[config.mk]
export PLATFORM = sky130hd
export DESIGN_NAME = servo_pulse_width_capture_top
export DESIGN_NICKNAME = d
export VERILOG_FILES = /design/src/rtl/core/spwc_pkg.sv /design/src/rtl/core/servo_pulse_width_capture_top.sv
export SDC_FILE = /design/constraint.sdc
export NUM_CORES = 1
export LEC_CHECK = 0
export BUFFER_PORTS_ARGS = -buffer_cell sky130_fd_sc_hd__clkbuf_2
export CELL_PAD_IN_SITES_DETAIL_PLACEMENT = 1
export CELL_PAD_IN_SITES_GLOBAL_PLACEMENT = 2
export CORE_MARGIN = 2
export CORE_UTILIZATION = 44
export DETAILED_ROUTE_END_ITERATION = 10
export PLACE_DENSITY = 0.82
export SLEW_MARGIN = 20
export SYNTH_ARGS = -nofsm -noshare
export SYNTH_HDL_FRONTEND = slang
export SYNTH_SLANG_ARGS = --single-unit
export TNS_END_PERCENT = 20
[constraint.sdc]
create_clock -name clock -period 5.3 [get_ports clock]
set_input_delay 0.265 -clock clock [delete_from_list [all_inputs] [get_ports clock]]
set_output_delay 0.265 -clock clock [all_outputs]
set_load 0.05 [all_outputs]
[src/rtl/core/spwc_pkg.sv]
// Shared types and constants for the servo pulse width capture block.
// No dependencies; imported by servo_pulse_width_capture_top.
`default_nettype none

package spwc_pkg;

   localparam int unsigned CHANNELS    = 4;
   localparam int unsigned CH_IDX_W    = (CHANNELS > 1) ? $clog2(CHANNELS) : 1;
   localparam int unsigned TIME_W      = 16;
   localparam int unsigned CSR_INDEX_W = 1;
   localparam int unsigned CSR_DATA_W  = 16;

   localparam logic [TIME_W-1:0] MIN_PULSE_RESET = 16'd400;
   localparam logic [TIME_W-1:0] MAX_PULSE_RESET = 16'd3000;

   // register indexes on the csr port
   localparam logic [CSR_INDEX_W-1:0] CSR_MIN_PULSE = 1'd0;
   localparam logic [CSR_INDEX_W-1:0] CSR_MAX_PULSE = 1'd1;

   // command codes
   localparam logic CMD_CAPTURE = 1'b0;
   localparam logic CMD_READ    = 1'b1;

   typedef struct packed {
      logic              command;
      logic [1:0]        channel;
      logic [TIME_W-1:0] capture_time;
   } req_payload_type;

   typedef struct packed {
      logic [1:0]        channel_out;
      logic              arm_falling;
      logic              pulse_valid;
      logic [TIME_W-1:0] pulse_width;
   } rsp_payload_type;

endpackage

`default_nettype wire

[src/rtl/core/servo_pulse_width_capture_top.sv]
// Servo pulse width capture: per-channel edge pairing, width check, result register.
// A transaction's result is registered, valid in the cycle after its acceptance.
// Throughput: one transaction per cycle unless a held result stalls; per-channel
// state is in flip-flops updated in the accept cycle; the next item sees it at once.
// Reset (synchronous, active high): all channels wait for a rising edge, no fresh
// width, no valid width, thresholds back to 400 and 3000, result register empty.
`default_nettype none

module servo_pulse_width_capture_top (
   input  wire                          clock,
   input  wire                          reset,
   input  wire                          req_valid,
   output logic                         req_ready,
   input  wire spwc_pkg::req_payload_type req_payload,
   output logic                         rsp_valid,
   input  wire                          rsp_ready,
   output spwc_pkg::rsp_payload_type    rsp_payload,
   input  wire                          csr_we,
   input  wire [spwc_pkg::CSR_INDEX_W-1:0] csr_index,
   input  wire [spwc_pkg::CSR_DATA_W-1:0]  csr_wdata
);
   import spwc_pkg::*;

   logic [TIME_W-1:0] min_pulse_ff;
   logic [TIME_W-1:0] max_pulse_ff;

   logic [CHANNELS-1:0] waiting_fall_ff, waiting_fall_in;
   logic [CHANNELS-1:0] fresh_ff, fresh_in;
   logic [CHANNELS-1:0] width_ok_ff, width_ok_in;
   logic [TIME_W-1:0]   rise_stamp_ff     [CHANNELS];
   logic [TIME_W-1:0]   raw_width_ff      [CHANNELS];
   logic [TIME_W-1:0]   accepted_width_ff [CHANNELS];

   logic                rsp_valid_ff, rsp_valid_in;
   rsp_payload_type     rsp_payload_ff, rsp_payload_in;

   logic                req_fire;
   logic                ch_in_range;
   logic [CH_IDX_W-1:0] ch_idx;
   logic                is_read;
   logic                cur_wf;
   logic                cur_fresh;
   logic                cur_ok;
   logic [TIME_W-1:0]   cur_acc;
   logic [TIME_W-1:0]   cur_raw;
   logic [TIME_W-1:0]   fall_width;
   logic                in_window;
   logic                read_ok;
   logic [TIME_W-1:0]   read_width;
   logic                rise_we, fall_we, accept_we;

   assign req_ready = rsp_ready || !rsp_valid_ff;
   assign req_fire  = req_valid && req_ready;

   assign ch_in_range = (32'(req_payload.channel) < CHANNELS);
   assign ch_idx      = CH_IDX_W'(req_payload.channel);
   assign is_read     = (req_payload.command == CMD_READ);

   assign cur_wf     = waiting_fall_ff[ch_idx];
   assign cur_fresh  = fresh_ff[ch_idx];
   assign cur_ok     = width_ok_ff[ch_idx];
   assign cur_acc    = accepted_width_ff[ch_idx];
   assign cur_raw    = raw_width_ff[ch_idx];
   assign fall_width = req_payload.capture_time - rise_stamp_ff[ch_idx];
   assign in_window  = (cur_raw > min_pulse_ff) && (cur_raw < max_pulse_ff);

   always_comb begin
      read_ok    = cur_ok;
      read_width = cur_acc;
      if (cur_fresh) begin
         read_ok = in_window;
         if (in_window) begin
            read_width = cur_raw;
         end
      end
   end

   assign rise_we   = req_fire && ch_in_range && !is_read && !cur_wf;
   assign fall_we   = req_fire && ch_in_range && !is_read && cur_wf;
   assign accept_we = req_fire && ch_in_range && is_read && cur_fresh && in_window;

   always_comb begin
      waiting_fall_in = waiting_fall_ff;
      fresh_in        = fresh_ff;
      width_ok_in     = width_ok_ff;
      if (req_fire && ch_in_range) begin
         if (is_read) begin
            // settle a fresh width against the window, then drop fresh
            if (cur_fresh) begin
               width_ok_in[ch_idx] = in_window;
               fresh_in[ch_idx]    = 1'b0;
            end
         end else begin
            waiting_fall_in[ch_idx] = !cur_wf;
            if (cur_wf) begin
               fresh_in[ch_idx] = 1'b1;
            end
         end
      end
   end

   always_comb begin
      rsp_valid_in   = rsp_valid_ff;
      rsp_payload_in = rsp_payload_ff;
      if (req_fire) begin
         rsp_valid_in               = 1'b1;
         rsp_payload_in.channel_out = req_payload.channel;
         rsp_payload_in.arm_falling = 1'b0;
         rsp_payload_in.pulse_valid = 1'b0;
         rsp_payload_in.pulse_width = '0;
         if (ch_in_range) begin
            if (is_read) begin
               rsp_payload_in.arm_falling = cur_wf;
               rsp_payload_in.pulse_valid = read_ok;
               rsp_payload_in.pulse_width = read_ok ? read_width : '0;
            end else begin
               rsp_payload_in.arm_falling = !cur_wf;
            end
         end
      end else if (rsp_ready) begin
         rsp_valid_in = 1'b0;
      end
   end

   always_ff @(posedge clock) begin
      if (reset) begin
         min_pulse_ff    <= MIN_PULSE_RESET;
         max_pulse_ff    <= MAX_PULSE_RESET;
         waiting_fall_ff <= '0;
         fresh_ff        <= '0;
         width_ok_ff     <= '0;
         rsp_valid_ff    <= 1'b0;
         for (int i = 0; i < CHANNELS; i++) begin
            accepted_width_ff[i] <= '0;
         end
      end else begin
         if (csr_we) begin
            unique case (csr_index)
               CSR_MIN_PULSE: min_pulse_ff <= TIME_W'(csr_wdata);
               CSR_MAX_PULSE: max_pulse_ff <= TIME_W'(csr_wdata);
               default: ;
            endcase
         end
         waiting_fall_ff <= waiting_fall_in;
         fresh_ff        <= fresh_in;
         width_ok_ff     <= width_ok_in;
         rsp_valid_ff    <= rsp_valid_in;
         if (accept_we) begin
            accepted_width_ff[ch_idx] <= cur_raw;
         end
      end
   end

   // timestamps and raw widths need no reset
   always_ff @(posedge clock) begin
      rsp_payload_ff <= rsp_payload_in;
      if (rise_we) begin
         rise_stamp_ff[ch_idx] <= req_payload.capture_time;
      end
      if (fall_we) begin
         raw_width_ff[ch_idx] <= fall_width;
      end
   end

   assign rsp_valid   = rsp_valid_ff;
   assign rsp_payload = rsp_payload_ff;

   // a read leaves its channel without a fresh width
   a_read_clears_fresh: assert property (@(posedge clock) disable iff (reset)
      (req_fire && ch_in_range && is_read) |=> !fresh_ff[$past(ch_idx)])
      else $error("fresh flag survived a read");

   // a capture reports the polarity the channel is now armed for
   a_capture_arm: assert property (@(posedge clock) disable iff (reset)
      (req_fire && ch_in_range && !is_read) |=>
         (rsp_valid_ff && rsp_payload_ff.arm_falling == waiting_fall_ff[$past(ch_idx)]))
      else $error("capture result disagrees with channel polarity");

   // a falling capture always produces a fresh width
   a_fall_sets_fresh: assert property (@(posedge clock) disable iff (reset)
      fall_we |=> fresh_ff[$past(ch_idx)])
      else $error("falling edge did not mark width fresh");

   // a width is reported only with the valid flag
   a_width_needs_valid: assert property (@(posedge clock) disable iff (reset)
      (rsp_valid_ff && rsp_payload_ff.pulse_width != '0) |-> rsp_payload_ff.pulse_valid)
      else $error("nonzero width reported without valid");

endmodule

`default_nettype wire

==> impl_metrics.env, run 1 <==
export IMPL_outcome="completed"
export IMPL_ys_async_sr_fraction_pct=0
export IMPL_vias=7191
export IMPL_h_tree_depth=1
export IMPL_cp_end_kind="register"
export IMPL_worst_slew_pin_slew_ps=1104
export IMPL_clock_skew_ps=15.94
export IMPL_drt_iter0_drc=451
export IMPL_drive_gt1_share_pct=19.36
export IMPL_yosysWarnings=0
export IMPL_hp_class="input port to register"
export IMPL_finalHoldViolations=0
export IMPL_vias_per_cell=5.506
export IMPL_cap_violations=0
export IMPL_cp_max_fo=16
export IMPL_diodes=0
export IMPL_clkPwrFrac_pct=40.3
export IMPL_path_clk_slew_ps=60
export IMPL_grt_antenna_before_repair=0
export IMPL_p_sw_share_pct=23.47
export IMPL_tns_ps=0
export IMPL_cts_sinks=257
export IMPL_synth_common_cells="212 x edfxtp_1, 92 x nand2_1, 73 x nor2_1"
export IMPL_synth_most_common_cell="edfxtp_1"
export IMPL_dp_hpwl_um=20180
export IMPL_synth_compound_area_share_pct=6.986
export IMPL_cts_buffers=28
export IMPL_die_x_um=166.4
export IMPL_p_int_w=0.003520
export IMPL_synthSimpleGateAreaFrac_pct=11.06
export IMPL_avgRoutedWirePerCell_um=22.22
export IMPL_crit_type="register to register"
export IMPL_io_pins=63
export IMPL_cts_tree="yes"
export IMPL_seqCellArea_um2=7267
export IMPL_synth_edff_count=212
export IMPL_period_share_pct=70.32
export IMPL_p_leak_nw=4.876
export IMPL_setup_viol=0
export IMPL_fillerInstances=2623
export IMPL_synth_top_family_by_area="simple AND/OR/NAND/NOR gates"
export IMPL_grt_pass1_wl_um=45110
export IMPL_critPathLaunchType="register"
export IMPL_drtAntennaViolNets=0
export IMPL_rsz0062_at_grt="false"
export IMPL_std_cell_rows=59
export IMPL_synth_mux_area_share_pct=9.897
export IMPL_grt_max_degree=33
export IMPL_ys_dominant_reg_cell="edfxtp_1"
export IMPL_synth_area_top_cells="edfxtp_1 55%, mux4_2 9.9%, dfxtp_1 7.8%"
export IMPL_crit_required_ps=5460
export IMPL_maxSlewHeadroom_pct=26.38
export IMPL_avgSynthCellArea_um2=13.69
export IMPL_start_util_pct=44.66
export IMPL_synth_seq_cells=257
export IMPL_syn_num_nets=936
export IMPL_die_h_um=166.4
export IMPL_slew_viol_final=0
export IMPL_grt_usage_pct=21.17
export IMPL_worst_ep_arrival_time_ps=3890
export IMPL_synth_top_area_share_pct=54.85
export IMPL_gr_total_overflow=0
export IMPL_yosysTopAreaCell="edfxtp_1"
export IMPL_root_buffer="clkbuf_16"
export IMPL_synthAdderAreaFrac_pct=5.132
export IMPL_core_area_um2=25980
export IMPL_min_period_ps=3727
export IMPL_seq_area_frac_synth_pct=62.61
export IMPL_synthXorXnorAreaFrac_pct=0.9810
export IMPL_max_freq_ghz=0.2683
export IMPL_power_w=0.004600
export IMPL_globalplace_congestion=0.7995
export IMPL_switchingPower_w=0.001080
export IMPL_portBuffers=62
export IMPL_peakVddDrop_mv=0.2657
export IMPL_power_density_nw_per_um2=340.9
export IMPL_dr_pass1_iters=4
export IMPL_cts_buffer_depth=3
export IMPL_synth_cells=848
export IMPL_power_frac_comb_pct=10.2
export IMPL_clock_latency_ps=540
export IMPL_post_cts_setup_buffers=0
export IMPL_routed_wl_um=29010
export IMPL_multi_input_area_um2=3960
export IMPL_syn_area_um2=11610
export IMPL_grt_pass1_vias=7685
export IMPL_p_seq_share_pct=49.6
export IMPL_area_delta_synth_final_pct=16.28
export IMPL_nets=1040
export IMPL_die_area_um2=27690
export IMPL_yosysUniqueCellTypes=52
export IMPL_drc=0
==> cell usage in the layout (no fill, tap or decap), drive strengths merged, types with 5 or more instances in the layout <==
| master | synthesis | layout |
|---|---|---|
| clkinv | 0 | 13 |
| a22o | 16 | 16 |
| nor2 | 83 | 83 |
| a21oi | 54 | 54 |
| nand2b | 13 | 13 |
| clkbuf | 26 | 94 |
| o21a | 5 | 5 |
| mux4 | 51 | 51 |
| nand3 | 7 | 7 |
| dlygate4sd3 | 0 | 33 |
| o211ai | 5 | 5 |
| nand3b | 7 | 7 |
| a211oi | 6 | 6 |
| inv | 55 | 55 |
| nor3 | 20 | 20 |
| buf | 12 | 18 |
| edfxtp | 212 | 212 |
| nand4 | 14 | 14 |
| and2 | 5 | 5 |
| nand2 | 92 | 92 |
| o21ai | 16 | 16 |
| xnor2 | 7 | 7 |
| xor2 | 6 | 6 |
| dfxtp | 45 | 45 |
| a21o | 5 | 5 |
| ha | 46 | 46 |
==> flip-flops by register name (all words and copies together), names as in the netlist, named ones only <==
signal,count
accepted_width_ff,64
raw_width_ff,64
rise_stamp_ff,64
rsp_payload,20
max_pulse_ff,16
min_pulse_ff,16
waiting_fall_ff,4
width_ok_ff,4
rsp_valid,1
==> critical path: stages, from the launching register on <==
cell,delay [ps]
edfxtp_1,390
mux4_2,560
ha_1,350
a21oi_1,130
o21ai_0,210
a41o_1,310
o311a_4,200
or4_1,560
nand2b_1,640
==> power by group through the flow <==
| stage | registers, W | logic, W | clock network [W] |
|---|---|---|---|
| after floorplan | 0.00234 | 0.000279 | 0 |
| after detailed placement | 0.00232 | 0.000448 | 0 |
| final | 0.00228 | 0.000467 | 0.00185 |
| after global routing | 0.00228 | 0.000516 | 0.00197 |
| after global placement | 0.00232 | 0.000434 | 0 |
| after CTS | 0.00228 | 0.000471 | 0.00190 |
==> logic make-up (layout without fill, tap and decap cells) <==
| kind of cell | Yosys count | count (layout) |
|---|---|---|
| AND/OR/NAND/NOR | 262 | 262 |
| flip-flops | 257 | 257 |
| AO/OA/AOI/OAI | 125 | 125 |
| buffers and inverters | 93 | 216 |
| multiplexers | 51 | 51 |
| adder cells (fa/ha/maj) | 47 | 47 |
| XOR/XNOR | 13 | 13 |
==> worst paths after layout <==
path,start,slack (ps),to,cells after the start
worst max-delay path,raw_width_ff[3][7]$_DFFE_PP_,1570,accepted_width_ff[3][10]$_DFFE_PP_,8
worst min-delay path,rsp_ready,70,rsp_valid$_SDFFE_PP0P_,3
worst max register to register,raw_width_ff[3][7]$_DFFE_PP_,1570,accepted_width_ff[3][10]$_DFFE_PP_,8
worst min register to register,min_pulse_ff[6]$_SDFFE_PP0P_,460,min_pulse_ff[6]$_SDFFE_PP0P_,2
==> metal layers <==
metal / GRT usage [%] / wire length (um)
met5: 0 / 0
met4: 7.646 / 1097
met3: 3.018 / 1195
met2: 37.39 / 14820
met1: 26.66 / 11900
==> cell type report <==
type	count	area share (%)
Clock inverter	16	0.9735
Tap cell	335	3.106
Inverter	55	1.530
Sequential cell	257	53.85
Clock buffer	33	5.489
Multi-Input combinational cell	498	29.34
Timing Repair Buffer	112	5.711
==> stage by stage <==
step | instances | setup WS [ps] | util, % | hold WS (ps) | instance area (um2)
finish | 1306 | 1573 | 51.94 | 68.98 | 13500
global route | 1306 | 1381 | 51.94 | 97.44 | 13500
CTS | 1306 | 1566 | 51.94 | 42.22 | 13500
detailed placement | 1224 | 1059 | 47.31 | 451.0 | 12290
global placement | 1224 | 1116 | 47.31 | 445.3 | 12290
floorplan | 848 | 1048 | - | 363.9 | 11610
==> what timing repair did <==
| item | 4_1_cts | 5_1_grt |
|---|---|---|
| hold buffers | 33 | 0 |
| resized for setup | 0 | 0 |
| hold endpoints to repair | 95 | 0 |
Note: power is estimated with default switching activity, not from simulation.
==> inputs of run 2 (changes only) <==
--- a/config.mk
+++ b/config.mk
@@ -9,9 +9,9 @@
 export CELL_PAD_IN_SITES_DETAIL_PLACEMENT = 1
 export CELL_PAD_IN_SITES_GLOBAL_PLACEMENT = 2
 export CORE_MARGIN = 2
-export CORE_UTILIZATION = 44
+export CORE_UTILIZATION = 39
 export DETAILED_ROUTE_END_ITERATION = 10
-export PLACE_DENSITY = 0.82
+export PLACE_DENSITY = 0.77
 export SLEW_MARGIN = 20
 export SYNTH_ARGS = -nofsm -noshare
 export SYNTH_HDL_FRONTEND = slang
==> constraint.sdc (replaced) <==
create_clock -name clock -period 3 [get_ports clock]
set_input_delay 0.15 -clock clock [delete_from_list [all_inputs] [get_ports clock]]
set_output_delay 0.15 -clock clock [all_outputs]
set_load 0.05 [all_outputs]
==> run 2 against run 1 <==
The flow now finishes with violations (setup timing). Register-to-register slack worse by 1600 ps. Count of clock-buffer cells in the layout grew 3. Routed wire length rose by 3.3%. Die area grew 13%. Total power rose by 85%. Core utilization is 1.3 points lower. Non-clock buffer count up 105. Hold slack improved by 26 ps. Setup slack got worse by 1600 ps. Combinational power rose by 130%. Fmax increased by 21%. Sequential power is 77% higher. Critical path type unchanged. Largest cell class unchanged. Largest power group unchanged. Highest routed layer unchanged.
==> impl_metrics.env, run 2 (same netlist as run 1, synthesis figures left out) <==
export IMPL_outcome="complete, but fails checks"
export IMPL_clock_skew_ps=10.61
export IMPL_io_pins=63
export IMPL_final_cell_mix="212 x edfxtp_1, 105 x buf_4, 91 x nand2_1, 71 x nor2_1, 61 x clkbuf_2"
export IMPL_nets=1148
export IMPL_slew_viol_final=0
export IMPL_peakVddDrop_mv=0.4804
export IMPL_finalHoldViolations=0
export IMPL_setup_ws_ps=-75.12
export IMPL_final_common_cell="edfxtp_1"
export IMPL_hp_class="input port to register"
export IMPL_grt_max_degree=34
export IMPL_start_util_pct=39.37
export IMPL_seqCellArea_um2=7267
export IMPL_cts_buffers=29
export IMPL_max_freq_ghz=0.3252
export IMPL_crit_type="register to register"
export IMPL_worst_ep_arrival_time_ps=3310
export IMPL_std_cell_rows=63
export IMPL_die_h_um=176.5
export IMPL_grt_pass1_wl_um=46590
export IMPL_cts_tree="yes"
export IMPL_post_place_ws_ps=-462.1
export IMPL_path_clk_slew_ps=60
export IMPL_grt_antenna_before_repair=0
export IMPL_min_period_ps=3075
export IMPL_area_delta_synth_final_pct=28.64
export IMPL_root_buffer="clkbuf_16"
export IMPL_rsz0062_at_grt="true"
export IMPL_cp_max_fo=8
export IMPL_cp_end_kind="register"
export IMPL_fillerInstances=2986
export IMPL_drtAntennaViolNets=0
export IMPL_largestRegisters="accepted_width_ff: 64 flops, raw_width_ff: 64 flops, rise_stamp_ff: 64 flops"
export IMPL_crit_required_ps=3230
export IMPL_clock_latency_ps=540
export IMPL_drt_iter0_drc=442
export IMPL_routed_wl_um=29980
export IMPL_vias=7657
export IMPL_worst_slew_pin_slew_ps=908.4
export IMPL_h_tree_depth=1
export IMPL_period_share_pct=102.5
export IMPL_maxSlewHeadroom_pct=39.22
export IMPL_dp_cells=1369
export IMPL_hold_ws_ps=95.03
export IMPL_vias_per_cell=5.209
export IMPL_setup_viol=41
export IMPL_dr_pass1_iters=4
export IMPL_gr_total_overflow=0
export IMPL_globalplace_congestion=0.8058
export IMPL_diodes=0
export IMPL_grt_usage_pct=19.48
export IMPL_dp_hpwl_um=20740
export IMPL_avgRoutedWirePerCell_um=20.40
export IMPL_cts_buffer_depth=3
export IMPL_drc=0
export IMPL_grt_pass1_vias=8282
export IMPL_die_x_um=176.5
export IMPL_r2r_slack_ps=-80
export IMPL_drive_gt1_share_pct=31.11
export IMPL_violations="setup timing"
export IMPL_portBuffers=62
export IMPL_multi_input_area_um2=4323
export IMPL_core_area_um2=29480
export IMPL_fin_cells=1470
export IMPL_power_density_nw_per_um2=571.4
export IMPL_critPathLaunchType="register"
export IMPL_p_leak_nw=5.537
export IMPL_cap_violations=0
export IMPL_cts_sinks=257
export IMPL_tns_ps=-1513
export IMPL_die_area_um2=31160
[run 2: worst paths after layout]
path,startpoint,to,cells past startpoint
min reg2reg,min_pulse_ff[1]$_SDFFE_PP0P_,min_pulse_ff[1]$_SDFFE_PP0P_,2
max reg2reg,raw_width_ff[0][6]$_DFFE_PP_,accepted_width_ff[0][11]$_SDFFCE_PN0P_,9
max,raw_width_ff[0][6]$_DFFE_PP_,accepted_width_ff[0][11]$_SDFFCE_PN0P_,9
min,req_payload[18],rsp_payload[17]$_DFFE_PP_,2
[run 2: timing repair]
action	in CTS	in global routing
endpoints found under the hold margin	97	0
pin swaps	8	14
cloned	1	2
hold buffers	34	0
gates resized for setup	23	26
setup buffers	8	5
setup endpoints to repair	131	152
[run 2: stage by stage]
stage	power, W	cell area [um2]	util, %
after floorplan	0.004656	11780	-
after global placement	0.005023	13280	45.03
after detailed placement	0.005055	13280	45.03
after CTS	0.008565	14740	50.00
after global routing	0.008825	14930	50.65
final	0.008531	14930	50.65
[run 2: worst max-delay path, cell delays in order, from the launching register on]
cell      delay, ps
edfxtp_1        400
mux4_2          550
buf_4           180
ha_4            150
a21oi_2         140
o21ai_2         100
a41o_1          260
o311a_4         160
or4_4           610
nand2b_4        220
[run 2: cell type report]
cell class	count	area share [%]
Clock buffer	36	5.171
Clock inverter	15	0.9889
Timing Repair Buffer	217	11.56
Sequential cell	257	48.67
Inverter	55	1.383
Tap cell	390	3.268
Multi-Input combinational cell	500	28.95
[run 2: layer usage]
metal  share of wire (%)  track usage, %  up-vias
li1                    -               -     3595
met4                 1.9           4.890        0
met1                  41           23.72     3886
met5                   0               0        -
met2                  53           35.87      142
met3                 4.2           3.101       34
[run 2: power breakdown]
part / switching [W] / internal (W) / leakage [nW]
Combinational: 0.000596 / 0.000469 / 2.71
Sequential: 0.0000295 / 0.00400 / 2.39
Clock: 0.00138 / 0.00206 / 0.445
==> inputs of run 3 (changes only) <==
==> constraint.sdc (replaced) <==
create_clock -name clock -period 2.7 [get_ports clock]
set_input_delay 0.135 -clock clock [delete_from_list [all_inputs] [get_ports clock]]
set_output_delay 0.135 -clock clock [all_outputs]
set_load 0.05 [all_outputs]
==> run 3 against run 2 <==
The run still ends with setup timing left. Global-route usage up 0.31 points. Critical path depth unchanged. First-iteration DRC count down 1.4%. Flip-flop and latch count did not move. Register-to-register slack lost 290 ps. Non-clock buffer count is 5 lower. Highest routed layer unchanged. Largest power group unchanged. Clock skew rose by 4.0 ps. Critical endpoint is now accepted_width_ff[0][6]$_SDFFCE_PN0P_.
==> impl_metrics.env, run 3 (same netlist as run 1, synthesis figures left out) <==
export IMPL_outcome="complete, but fails checks"
export IMPL_violations="setup timing"
export IMPL_io_pins=63
export IMPL_grt_max_degree=38
export IMPL_die_x_um=176.5
export IMPL_crit_chain="mux4_2 > buf_6 > ha_4 > o21ai_0 > nor2_2 > a21oi_2 > nand2_2 > or4_4 > nand2b_4"
export IMPL_setup_viol=147
export IMPL_finalHoldViolations=0
export IMPL_globalplace_congestion=0.8141
export IMPL_final_cell_mix="212 x edfxtp_1, 100 x buf_4, 89 x nand2_1, 66 x nor2_1, 61 x clkbuf_2"
export IMPL_crit_family="simple AND/OR/NAND/NOR gates"
export IMPL_vias=7596
export IMPL_clock_skew_ps=14.58
export IMPL_vias_per_cell=5.181
export IMPL_die_area_um2=31160
export IMPL_cts_tree="yes"
export IMPL_core_area_um2=29480
export IMPL_fillerInstances=2956
export IMPL_area_delta_synth_final_pct=28.77
export IMPL_setup_ws_ps=-368.9
export IMPL_drtAntennaViolNets=0
export IMPL_critPathLaunchType="register"
export IMPL_largestRegisters="accepted_width_ff: 64 flops, raw_width_ff: 64 flops, rise_stamp_ff: 64 flops"
export IMPL_drc=0
export IMPL_dp_hpwl_um=20430
export IMPL_cts_sinks=257
export IMPL_maxSlewHeadroom_pct=42.54
export IMPL_cp_num_buf_inv=1
export IMPL_slowest_delay_ps=620
export IMPL_power_density_nw_per_um2=635.4
export IMPL_reg2reg_from="raw_width_ff[1][14]$_DFFE_PP_"
export IMPL_crit_required_ps=2940
export IMPL_p_leak_nw=5.509
export IMPL_die_h_um=176.5
export IMPL_h_tree_depth=1
export IMPL_grt_usage_pct=19.79
export IMPL_reg2reg_depth=9
export IMPL_diodes=0
export IMPL_drive_gt1_share_pct=32.99
export IMPL_cts_buffers=28
export IMPL_path_clk_slew_ps=60
export IMPL_power_w=0.009496
export IMPL_drt_iter0_drc=436
export IMPL_avgRoutedWirePerCell_um=20.53
export IMPL_routed_wl_um=30100
export IMPL_max_freq_ghz=0.3259
export IMPL_post_place_ws_ps=-780.2
export IMPL_design_area_um2=14950
export IMPL_hp_class="input port to register"
export IMPL_start_util_pct=39.37
export IMPL_cp_end_kind="register"
export IMPL_slowest_stage="or4_4"
export IMPL_rsz0062_at_grt="true"
export IMPL_grt_pass1_wl_um=47440
export IMPL_placed_area_um2=13190
export IMPL_grt_antenna_before_repair=0
export IMPL_min_period_ps=3069
export IMPL_portBuffers=62
export IMPL_root_buffer="clkbuf_16"
export IMPL_min_path_cells=3
export IMPL_cap_violations=0
export IMPL_peakVddDrop_mv=0.5865
export IMPL_cts_buffer_depth=3
export IMPL_cp_max_fo=8
export IMPL_r2r_slack_ps=-370
export IMPL_worst_ep_arrival_time_ps=3300
export IMPL_grt_pass1_vias=8526
export IMPL_post_route_util_pct=50.70
export IMPL_hp_start="req_payload[17]"
export IMPL_reg2reg_to="accepted_width_ff[0][6]$_SDFFCE_PN0P_"
export IMPL_worst_slew_pin_slew_ps=861.0
export IMPL_slew_viol_final=0
export IMPL_period_share_pct=113.7
export IMPL_clock_latency_ps=540
export IMPL_crit_type="register to register"
export IMPL_nets=1142
export IMPL_final_common_cell="edfxtp_1"
export IMPL_std_cell_rows=63
export IMPL_dr_pass1_iters=4
export IMPL_gr_total_overflow=0
[run 3: changes by cell type in the layout (fill, tap and decap cells not counted), moves of 3 or more]
cell	delta
buf_4	-5
ha_1	-5
nor2_1	-5
nor2_2	+5
a21oi_2	+4
buf_12	-4
buf_6	+4
a21oi_1	-3
clkbuf_1	+3
ha_4	+3
xnor2_1	-3
xnor2_2	+3
[run 3: tightest hold or removal path: cells and delay by family]
| kind | cells | cell delay, ps |
|---|---|---|
| buffers and inverters | 2 | 280 |
| AOI/OAI and AO/OA | 1 | 110 |
[run 3: worst max path at each step]
stage | from | endpoint | cells after the start
6_report | raw_width_ff[1][14]$_DFFE_PP_ | accepted_width_ff[0][6]$_SDFFCE_PN0P_ | 9
3_5_place_dp | req_payload[16] | raw_width_ff[1][14]$_DFFE_PP_ | 11
5_1_grt | raw_width_ff[3][9]$_DFFE_PP_ | accepted_width_ff[0][6]$_SDFFCE_PN0P_ | 9
3_3_place_gp | req_payload[16] | raw_width_ff[0][14]$_DFFE_PP_ | 11
2_1_floorplan | req_payload[16] | accepted_width_ff[0][0]$_SDFFCE_PN0P_ | 12
4_1_cts | raw_width_ff[3][1]$_DFFE_PP_ | accepted_width_ff[0][6]$_SDFFCE_PN0P_ | 8
[run 3: layout make-up]
cell class / instances / area, um2 / area share (%)
flip-flops and latches: 257 / 7267 / 48.62
multi-input cells: 500 / 4441 / 29.71
repair buffers: 212 / 1639 / 10.97
clock buffers: 37 / 755.7 / 5.057
well taps: 390 / 488.0 / 3.265
inverters: 55 / 206.4 / 1.381
clock inverters: 15 / 148.9 / 0.9962
[run 3: through the flow]
| step | std cells | hold slack (ps) | setup TNS, ps |
|---|---|---|---|
| floorplan | 848 | 233.9 | -51020 |
| global placement | 1367 | 359.1 | -102440 |
| detailed placement | 1367 | 365.7 | -114400 |
| CTS | 1464 | 27.84 | -35320 |
| global route | 1466 | 59.87 | -50990 |
| finish | 1466 | 53.33 | -34990 |
[run 3: repair_timing]
item / 4_1_cts / 5_1_grt
cloned: 2 / 0
gates resized for setup: 46 / 30
hold endpoints to repair: 98 / 0
hold buffers: 35 / 0
pin swaps: 18 / 26
setup buffers: 8 / 2
endpoints found under the setup margin: 181 / 173
[run 3: metal layers]
| metal | vias up | share of wire (%) | wire length, um | track usage, % |
|---|---|---|---|---|
| li1 | 3569 | - | - | - |
| met3 | 48 | 3.6 | 1086 | 2.821 |
| met5 | - | 0 | 0 | 0 |
| met2 | 127 | 52 | 15710 | 35.73 |
| met4 | 0 | 2.8 | 836 | 6.061 |
| met1 | 3852 | 41 | 12470 | 24.51 |
[run 3: power breakdown]
| group | switching (W) | internal, W | total, W | leakage [nW] |
|---|---|---|---|---|
| sequential | 0.0000347 | 0.00444 | 0.00447 | 2.39 |
| clock | 0.00154 | 0.00225 | 0.00379 | 0.439 |
| combinational | 0.000681 | 0.000552 | 0.00123 | 2.69 |
